`src/lzwd_pkg.sv`:
```
package lzwd_pkg;

    localparam int unsigned WIN_DEPTH = 4096;
    localparam int unsigned WIN_AW    = 12;
    localparam int unsigned LOOKAHEAD = 18;
    localparam int unsigned MIN_MATCH = 3;

    localparam logic [WIN_AW-1:0] WP_START   = WIN_AW'(WIN_DEPTH - LOOKAHEAD);
    localparam logic [WIN_AW:0]   CNT_FULL   = (WIN_AW+1)'(WIN_DEPTH);
    localparam logic [7:0]        FILL_RESET = 8'h20;
    localparam logic [4:0]        REMAIN_ADJ = 5'(MIN_MATCH - 1);

    typedef enum logic [1:0] {
        S_IDLE,
        S_REF,
        S_COPY
    } t_state;

    typedef struct packed {
        logic start_stream;
        logic load_flag;
        logic literal;
        logic save_offset;
        logic begin_copy;
        logic copy_step;
    } t_cmd;

    typedef struct packed {
        logic flag_empty;
        logic flag_bit;
        logic copy_last;
        logic out_free;
    } t_status;

endpackage

```
`src/lzwd_ctrl.sv`:
```
module lzwd_ctrl
    import lzwd_pkg::*;
(
    input  logic    i_clk,
    input  logic    i_rst_n,
    input  logic    i_in_valid,
    input  logic    i_start_req,
    input  t_status i_status,
    output logic    o_in_ready,
    output t_cmd    o_cmd
);

    t_state r_state;
    t_state n_state;
    logic   w_acc;

    always_ff @(posedge i_clk) begin
        if (!i_rst_n) begin
            r_state <= S_IDLE;
        end else begin
            r_state <= n_state;
        end
    end

    // outputs
    always_comb begin
        o_in_ready = (r_state != S_COPY) && i_status.out_free;
        w_acc      = i_in_valid && o_in_ready;
        o_cmd      = '0;
        o_cmd.start_stream = w_acc && i_start_req;
        unique case (r_state)
            S_IDLE: begin
                o_cmd.load_flag   = w_acc && (i_start_req || i_status.flag_empty);
                o_cmd.literal     = w_acc && !i_start_req && !i_status.flag_empty
                                    && i_status.flag_bit;
                o_cmd.save_offset = w_acc && !i_start_req && !i_status.flag_empty
                                    && !i_status.flag_bit;
            end
            S_REF: begin
                o_cmd.load_flag  = w_acc && i_start_req;
                o_cmd.begin_copy = w_acc && !i_start_req;
            end
            S_COPY: begin
                o_cmd.copy_step = i_status.out_free;
            end
            default: begin
                o_cmd = '0;
            end
        endcase
    end

    // next state
    always_comb begin
        n_state = r_state;
        unique case (r_state)
            S_IDLE: begin
                if (o_cmd.save_offset) begin
                    n_state = S_REF;
                end
            end
            S_REF: begin
                if (o_cmd.begin_copy) begin
                    n_state = S_COPY;
                end else if (o_cmd.load_flag) begin
                    n_state = S_IDLE;
                end
            end
            S_COPY: begin
                if (o_cmd.copy_step && i_status.copy_last) begin
                    n_state = S_IDLE;
                end
            end
            default: begin
                n_state = S_IDLE;
            end
        endcase
    end

endmodule

```
`config.mk`:
```
export PLATFORM = sky130hd
export DESIGN_NAME = lzwd_ctrl
export DESIGN_NICKNAME = d
export VERILOG_FILES = /design/src/lzwd_pkg.sv /design/src/lzwd_ctrl.sv
export SDC_FILE = /design/constraint.sdc
export NUM_CORES = 1
export LEC_CHECK = 0
export BUFFER_PORTS_ARGS = -buffer_cell sky130_fd_sc_hd__buf_2
export CAP_MARGIN = 20
export CORE_AREA = 2 2 39 41
export DETAILED_ROUTE_END_ITERATION = 12
export DIE_AREA = 0 0 41 43
export GPL_ROUTABILITY_DRIVEN = 0
export MAX_ROUTING_LAYER = met4
export SLEW_MARGIN = 25
export SYNTH_ARGS = -nofsm -noshare
export SYNTH_HDL_FRONTEND = slang
export SYNTH_SLANG_ARGS = --single-unit
```
`constraint.sdc`:
```
create_clock -name i_clk -period 2.8 [get_ports i_clk]
set_input_delay 0.28 -clock i_clk [delete_from_list [all_inputs] [get_ports i_clk]]
set_output_delay 0.28 -clock i_clk [all_outputs]
set_load 0.01 [all_outputs]
```
---- Yosys cells after proc, flatten, opt, wreduce, memory -nomap -nowiden ----
Cells that the tools add are included.
operators by class
  equal/unequal tests ..................... 6
  muxes and demuxes ....................... 10
  reductions and logical operators ........ 16
operators with widths
  kind                                                                   number
  2-bit 2-to-1 mux                                                       5
  1-bit logical AND                                                      9
  2-bit inequality test, second input constant                           3
  2-bit case mux with 3 select lines                                     1
  1-bit logical NOT                                                      3
  1-bit 2-to-1 mux                                                       3
  3-bit inequality test, second input constant                           1
  3-bit AND reduction                                                    1
  3-bit OR reduction                                                     1
  2-bit by 1-bit equality test with 1-bit output, second input constant  1
  2-bit equality test, second input constant                             1
  2-bit logical NOT                                                      1
  1-bit case mux with 2 select lines                                     1
  1-bit logical OR                                                       1
storage, ports and cells
  register bits after elaboration ......... 2
  output and inout port bits .............. 7

---- Longest topological paths before layout ----
Gate-level depths: netlist of run 1.
  depth in word-level cells ............... 9
  gate-level depth with buffers ........... 3

---- Worst setup path after synthesis of run 1 ----
No wires, ideal clock.
  path kind ............................... register to output
  start point ............................. reg r_state[1]
  end point ............................... out o_cmd[2] (netlist name)
  data arrival time ....................... 793 ps
  data required time ...................... 2,520 ps
  slack ................................... 1,727 ps
  stages on the path, launching flop included .. 3
  path buffers ............................ 0
  path through ............................ dfxtp_1 -> and4bb_1 -> and3b_4
RTL lines
  what                    RTL line         source
  from (decl)             lzwd_ctrl.sv:13  t_state r_state;
  from (signal assigned)  lzwd_ctrl.sv:21  r_state <= n_state;
  to (decl)               lzwd_ctrl.sv:10  output t_cmd o_cmd

==> summary.md, run 1 <==
| Metric | Value |
|---|---|
| Die width | `41 µm` |
| Max cap viols | `0` |
| Arr. time, crit path | `1.17 ns` |
| Share of cells above drive strength 1 | `0.5556` |
| Syn_nets | `27` |
| Mapped Cells | `19` |
| Vias per cell | `3.904` |
| TritonCTS buffer count | `3` |
| Synthesized area | `158.9 µm²` |
| Seq/Total Area, Yosys | `0.2520` |
| Setup tns final | `0 ns` |
| H-tree depth | `1` |
| Peak supply drop | `77.91 µV` |
| Drt wl/cell | `8.365 µm` |
| FMAX | `0.6897 GHz` |
| Biggest regs | `r_state (2)` |
| TritonCTS sink count | `2` |
| Setup CP Type | `register to output pin` |
| Slew headroom | `0.8793` |
| Synth top area cells | `dfxtp_1 25%, nor3b_1 9.4%, o21a_1 9.4%` |
| Unrepaired setup endpoints after global routing | `false` |
| Slew Viols, Final | `0` |
| Synth Warn # | `0` |
| First-pass GRT wire length | `634 µm` |
| # nets final | `46` |
| Crit. End Element | `output pin` |
| Synth top area share | `0.2520` |
| Slew @ Worst Pin | `0.1807 ns` |
| Final non-filler cell total | `52` |
| Final period utilization | `0.5178` |
| Number of failing hold endpoints at the final stage | `0` |
| Design area | `271.5 µm²` |
| Rows | `14` |
| # hold bufs at CTS | `0` |
| Worst EP required | `2.52 ns` |
| PortBufs | `14` |
| Routed WL | `435 µm` |
| Vias in the first global route | `189` |
| # diodes | `0` |
| Area leader, netlist | `dfxtp_1` |
| Status | `finished, final reports clean` |
| Layout area overhead | `70.87%` |
| Syn avg cell area | `8.363 µm²` |
| Initial antenna violation count | `0` |
| Setup bufs post-CTS | `0` |
| Tightest Hold Check Type | `input pin to register` |
| CTS resizes | `0` |
| GRT overflow | `0` |
| Residual DRC count | `0` |
| Pre-antenna DRT Iters | `2` |
| Worst-Skew Late Latency | `0.22 ns` |
| Placed Area | `249.0 µm²` |
| CP max FO | `5` |
| Die H | `43 µm` |
| Nature of the critical path startpoint | `register` |
| Pin count of the biggest net entering global routing | `6` |
| Placeable Area | `1384 µm²` |
| Power density over cell area | `398.6 nW/µm²` |
| Final Power | `108.2 µW` |
| Tmin final | `1.450 ns` |
| Clk buf depth | `2` |
| Seq cells post-synth | `2` |
| CTS tree | `built` |
| Top-Level Pins | `15` |
| GR Util All Layers | `0.06160` |
| Yosys cell types | `15` |
| Initial DRC Count | `2` |
| Setup Skew | `0.002755 ns` |
| Routed Antenna Nets | `0` |
| Final Setup Violations | `0` |
| Largest register FFs | `2` |
| Root Driver | `clkbuf_4` |
| Clock transition at path regs | `0.03 ns` |
| DR vias | `203` |
| Placed Cells | `49` |
| Most flops, register | `r_state` |
| Initial Util | `0.1148` |
| Die area | `1763 µm²` |
| Static leakage | `0.1401 nW` |
[per-stage QoR]
step                      setup WS, ns  hold slack, ns  utilization
after floorplan                  1.727          0.3976            -
final                            1.350          0.2883       0.1962
after global placement           1.490          0.5028       0.1799
after CTS                        1.325          0.2819       0.1962
after global routing             1.276          0.3030       0.1962
after detailed placement         1.506          0.5160       0.1799
[logic make-up after synthesis]
logic type | Yosys count | synth area share
buf+inv | 1 | 0.02360
compound gates | 4 | 0.1732
simple gates | 12 | 0.5511
flops | 2 | 0.2520
[area by class of cell]
class,instances,area [µm²]
fillers,165,1112
clock buffers,3,22.52
inverters,1,3.754
flip-flops and latches,2,40.04
well taps,16,20.02
repair buffers,14,70.07
multi-input cells,16,115.1
[Yosys cell counts]
| cell type | n |
|---|---|
| dfxtp_1 | 2 |
| nor2b_1 | 2 |
| nor3b_1 | 2 |
| o21a_1 | 2 |
| a21boi_0 | 1 |
| a21oi_1 | 1 |
| and2_1 | 1 |
| and2_4 | 1 |
| and3_2 | 1 |
| and3b_4 | 1 |
| and4bb_1 | 1 |
| inv_1 | 1 |
| nand2_1 | 1 |
| nor2_1 | 1 |
| nor3_1 | 1 |
[worst paths after layout]
kind         slack, ns  cells past startpoint       start         end
max               1.35                      3  r_state[1]    o_cmd[2]
min               0.29                      2     i_rst_n  r_state[1]
max reg2reg       1.74                      3  r_state[1]  r_state[0]
min reg2reg       0.64                      3  r_state[0]  r_state[0]
[layer usage]
metal	track usage	vias to the layer above	wire, µm
li1	-	102	-
met1	0.04473	94	154
met2	0.08750	7	228
met3	0.03141	0	52
met4	0.08000	0	0
met5	-	-	0
[report_power, final]
part | switching, mW | total [mW] | internal [mW]
Combinational | 0.00724 | 0.0158 | 0.00858
Clock | 0.0158 | 0.0631 | 0.0473
Sequential | 0.000274 | 0.0293 | 0.0290
Total | 0.0233 | 0.108 | 0.0849
[layout by cell type, fill, tap and decap left out, types with 2 or more instances in the layout]
master and instances:
buf_2 14, clkbuf_4 3, dfxtp_1 2, nor2b_1 2
nor3b_1 2, o21a_1 2
[worst max-delay path: stages (launching register included)]
cell,delay [ns]
dfxtp_1,0.32
and4bb_1,0.30
and3b_4,0.20
buf_2,0.12
Note: power is estimated with default switching activity, not from simulation.
==> inputs of run 2 (changes only) <==
--- a/config.mk
+++ b/config.mk
@@ -5,6 +5,7 @@
 export SDC_FILE = /design/constraint.sdc
 export NUM_CORES = 1
 export LEC_CHECK = 0
+export ABC_AREA = 1
 export BUFFER_PORTS_ARGS = -buffer_cell sky130_fd_sc_hd__buf_2
 export CAP_MARGIN = 20
 export CORE_AREA = 2 2 39 41
==> constraint.sdc (replaced) <==
create_clock -name i_clk -period 1.33 [get_ports i_clk]
set_input_delay 0.133 -clock i_clk [delete_from_list [all_inputs] [get_ports i_clk]]
set_output_delay 0.133 -clock i_clk [all_outputs]
set_load 0.01 [all_outputs]
==> run 2 against run 1 <==
Non-clock buffer count rose by 2. Wire length rose by 13%. Total power rose by 120%. Global-route usage rose by 1.0 points. Via count rose by 22%. Clock skew fell by 0.00095 ns. Combinational power rose to 2.8 times the previous value. Clock power rose by 110%. First-iteration DRC count rose to 3.5 times the previous value. Clock-buffer cell count did not move.
==> summary.md, run 2 <==
| Metric | Value |
|---|---|
| Fill cells | `170` |
| GR Util All Layers | `0.07172` |
| Tightest Hold Check Type | `input pin to register` |
| GRT overflow | `0` |
| # nets final | `59` |
| Slew Viols, Final | `0` |
| Min Hold Slack | `0.1226 ns` |
| Routing usage on met3 | `0.03141` |
| Busiest grt layer | `met2` |
| Syn_nets | `38` |
| Post-synth EDFFs | `0` |
| Largest register FFs | `2` |
| Placeable Area | `1384 µm²` |
| List of most frequent post-synthesis cells | `6 x inv_1, 5 x nor2_1, 4 x nand2_1` |
| Setup Skew | `0.001801 ns` |
| Number of failing hold endpoints at the final stage | `0` |
| Post-DP HPWL | `409.6 µm` |
| Final non-filler cell total | `65` |
| Final Setup Violations | `0` |
| Worst-Skew Late Latency | `0.22 ns` |
| CTS tree | `built` |
| Vias in the first global route | `214` |
| Initial antenna violation count | `0` |
| DR vias | `247` |
| Worst hold start | `i_rst_n` |
| Yosys cell types | `14` |
| Routed Antenna Nets | `0` |
| Seq/Total Area, Yosys | `0.2207` |
| FMAX | `0.7824 GHz` |
| Share of cells above drive strength 1 | `0.5714` |
| Reg2reg setup slack | `0.45 ns` |
| Layout area overhead | `75.86%` |
| Asr flop ratio synth | `0` |
| Arr. time, crit path | `1.15 ns` |
| Routed WL | `491 µm` |
| CP max FO | `4` |
| Crit. End Element | `output pin` |
| Dpl ws | `0.2523 ns` |
| TritonCTS sink count | `2` |
| Clock transition at path regs | `0.03 ns` |
| Synth Warn # | `0` |
| Tmin final | `1.278 ns` |
| Biggest regs | `r_state (2)` |
| Critical Path, Cell by Cell | `inv_2 > nand2_2 > nand3_2 > nor2_2 > o21a_1 > buf_2` |
| Synth top area share | `0.2207` |
| Seq cells post-synth | `2` |
| Syn avg cell area | `6.047 µm²` |
| Initial Util | `0.1311` |
| Static leakage | `0.1821 nW` |
| Die width | `41 µm` |
| Pre-antenna DRT Iters | `4` |
| Commonest non-fill, non-tap cell in the layout | `buf_2` |
| Peak supply drop | `215.7 µV` |
| Most flops, register | `r_state` |
| Setup CP Type | `register to output pin` |
| Commonest non-fill, non-tap cells in the layout | `13 x buf_2, 5 x inv_1, 5 x nor2_1` |
| Final period utilization | `0.9610` |
| Power density over cell area | `749.1 nW/µm²` |
| Setup tns final | `0 ns` |
| Worst EP required | `1.20 ns` |
| Reg-to-reg startpoint | `r_state[0]` |
| Drt wl/cell | `7.554 µm` |
| Final Power | `239.0 µW` |
| Mapped Cells | `30` |
| Root Driver | `clkbuf_4` |
| WHS Endpoint | `r_state[0]` |
| Hold depth | `3` |
| Nature of the critical path startpoint | `register` |
| Max cap viols | `0` |
| Area leader, netlist | `dfxtp_1` |
| FF-to-FF path depth | `7` |
| Initial DRC Count | `7` |
| Die area | `1763 µm²` |
| Die H | `43 µm` |
| Rows | `14` |
| Status | `finished, final reports clean` |
| Top-count cell post-synth | `inv_1` |
| Residual DRC count | `0` |
| Synthesized area | `181.4 µm²` |
| PortBufs | `14` |
| Pin count of the biggest net entering global routing | `5` |
| CP peak stage delay | `0.31 ns` |
| TritonCTS buffer count | `3` |
| # diodes | `0` |
| First-pass GRT wire length | `765 µm` |
| Fin worst setup slack | `0.05192 ns` |
| Slew headroom | `0.8640` |
| Unrepaired setup endpoints after global routing | `true` |
| Synth top area cells | `dfxtp_1 22%, inv_1 12%, nor2_1 10%` |
| Placed Cells | `60` |
| H-tree depth | `1` |
| Ys flop type | `dfxtp_1` |
| Top-Level Pins | `15` |
| Worst r2r dst | `r_state[0]` |
| CP max stage cell | `dfxtp_1` |
| Clk buf depth | `2` |
| Slew @ Worst Pin | `0.2022 ns` |
| GR Layer Usage met1 | `0.07302` |
| Vias per cell | `3.800` |
| M2 GR Usage | `0.09063` |
run 2: cell families after synthesis:
family                 after synthesis  synth area share
DFF                                  2            0.2207
buffers and inverters                7            0.1448
and+or+nand+nor                     16            0.4483
AOI/OAI and AO/OA                    5            0.1861
run 2: how the worst max path moves through the flow:
| stage | cells after the start | endpoint | slack [ns] | start |
|---|---|---|---|---|
| after floorplan | 3 | o_cmd[3] | 0.31 | r_state[1] |
| after global placement | 5 | o_cmd[4] | 0.28 | r_state[1] |
| after detailed placement | 5 | o_cmd[4] | 0.25 | r_state[1] |
| after CTS | 5 | o_cmd[4] | 0.004 | r_state[1] |
| after global routing | 6 | o_cmd[5] | -0.05 | r_state[0] |
| final | 6 | o_cmd[5] | 0.05 | r_state[0] |
run 2: cell type report:
| cell class | count | area, µm² | share of cell area |
|---|---|---|---|
| Clock buffer | 3 | 22.52 | 0.07059 |
| Multi-Input combinational cell | 21 | 115.1 | 0.3608 |
| Inverter | 7 | 26.28 | 0.08235 |
| Sequential cell | 2 | 43.79 | 0.1373 |
| Tap cell | 16 | 20.02 | 0.06275 |
| Timing Repair Buffer | 16 | 91.34 | 0.2863 |
run 2: what timing repair did:
action                                  in CTS  in global routing
gates resized for setup                      0                  4
hold endpoints to repair                     0                  0
hold buffers                                 0                  0
buffers inserted                             0                  2
endpoints found under the setup margin       0                  3
run 2: power by group:
group | leakage [nW] | switching, mW | total (mW) | internal [mW]
Sequential | 0.0169 | 0.000332 | 0.0595 | 0.0591
Clock | 0.0138 | 0.0355 | 0.135 | 0.0996
Combinational | 0.151 | 0.0230 | 0.0443 | 0.0214
Total | 0.182 | 0.0588 | 0.239 | 0.180
run 2: per-layer routing:
| metal | up-vias | part of all wire |
|---|---|---|
| met5 | - | 0 |
| met4 | 0 | 0 |
| met3 | 0 | 0.13 |
| met2 | 17 | 0.44 |
| met1 | 98 | 0.42 |
| li1 | 132 | - |
run 2: worst max-delay path, delay by kind of cell, from the launching register on:
family,cells,cell delay [ns]
flip-flops,1,0.31
AO/OA/AOI/OAI,1,0.12
buffers and inverters,2,0.18
AND/OR/NAND/NOR,3,0.32
run 2: stage by stage:
| step | util | instance area [µm²] |
|---|---|---|
| finish | 0.2306 | 319.1 |
| global route | 0.2306 | 319.1 |
| CTS | 0.2125 | 294.0 |
| detailed placement | 0.1962 | 271.5 |
| global placement | 0.1962 | 271.5 |
| floorplan | - | 181.4 |
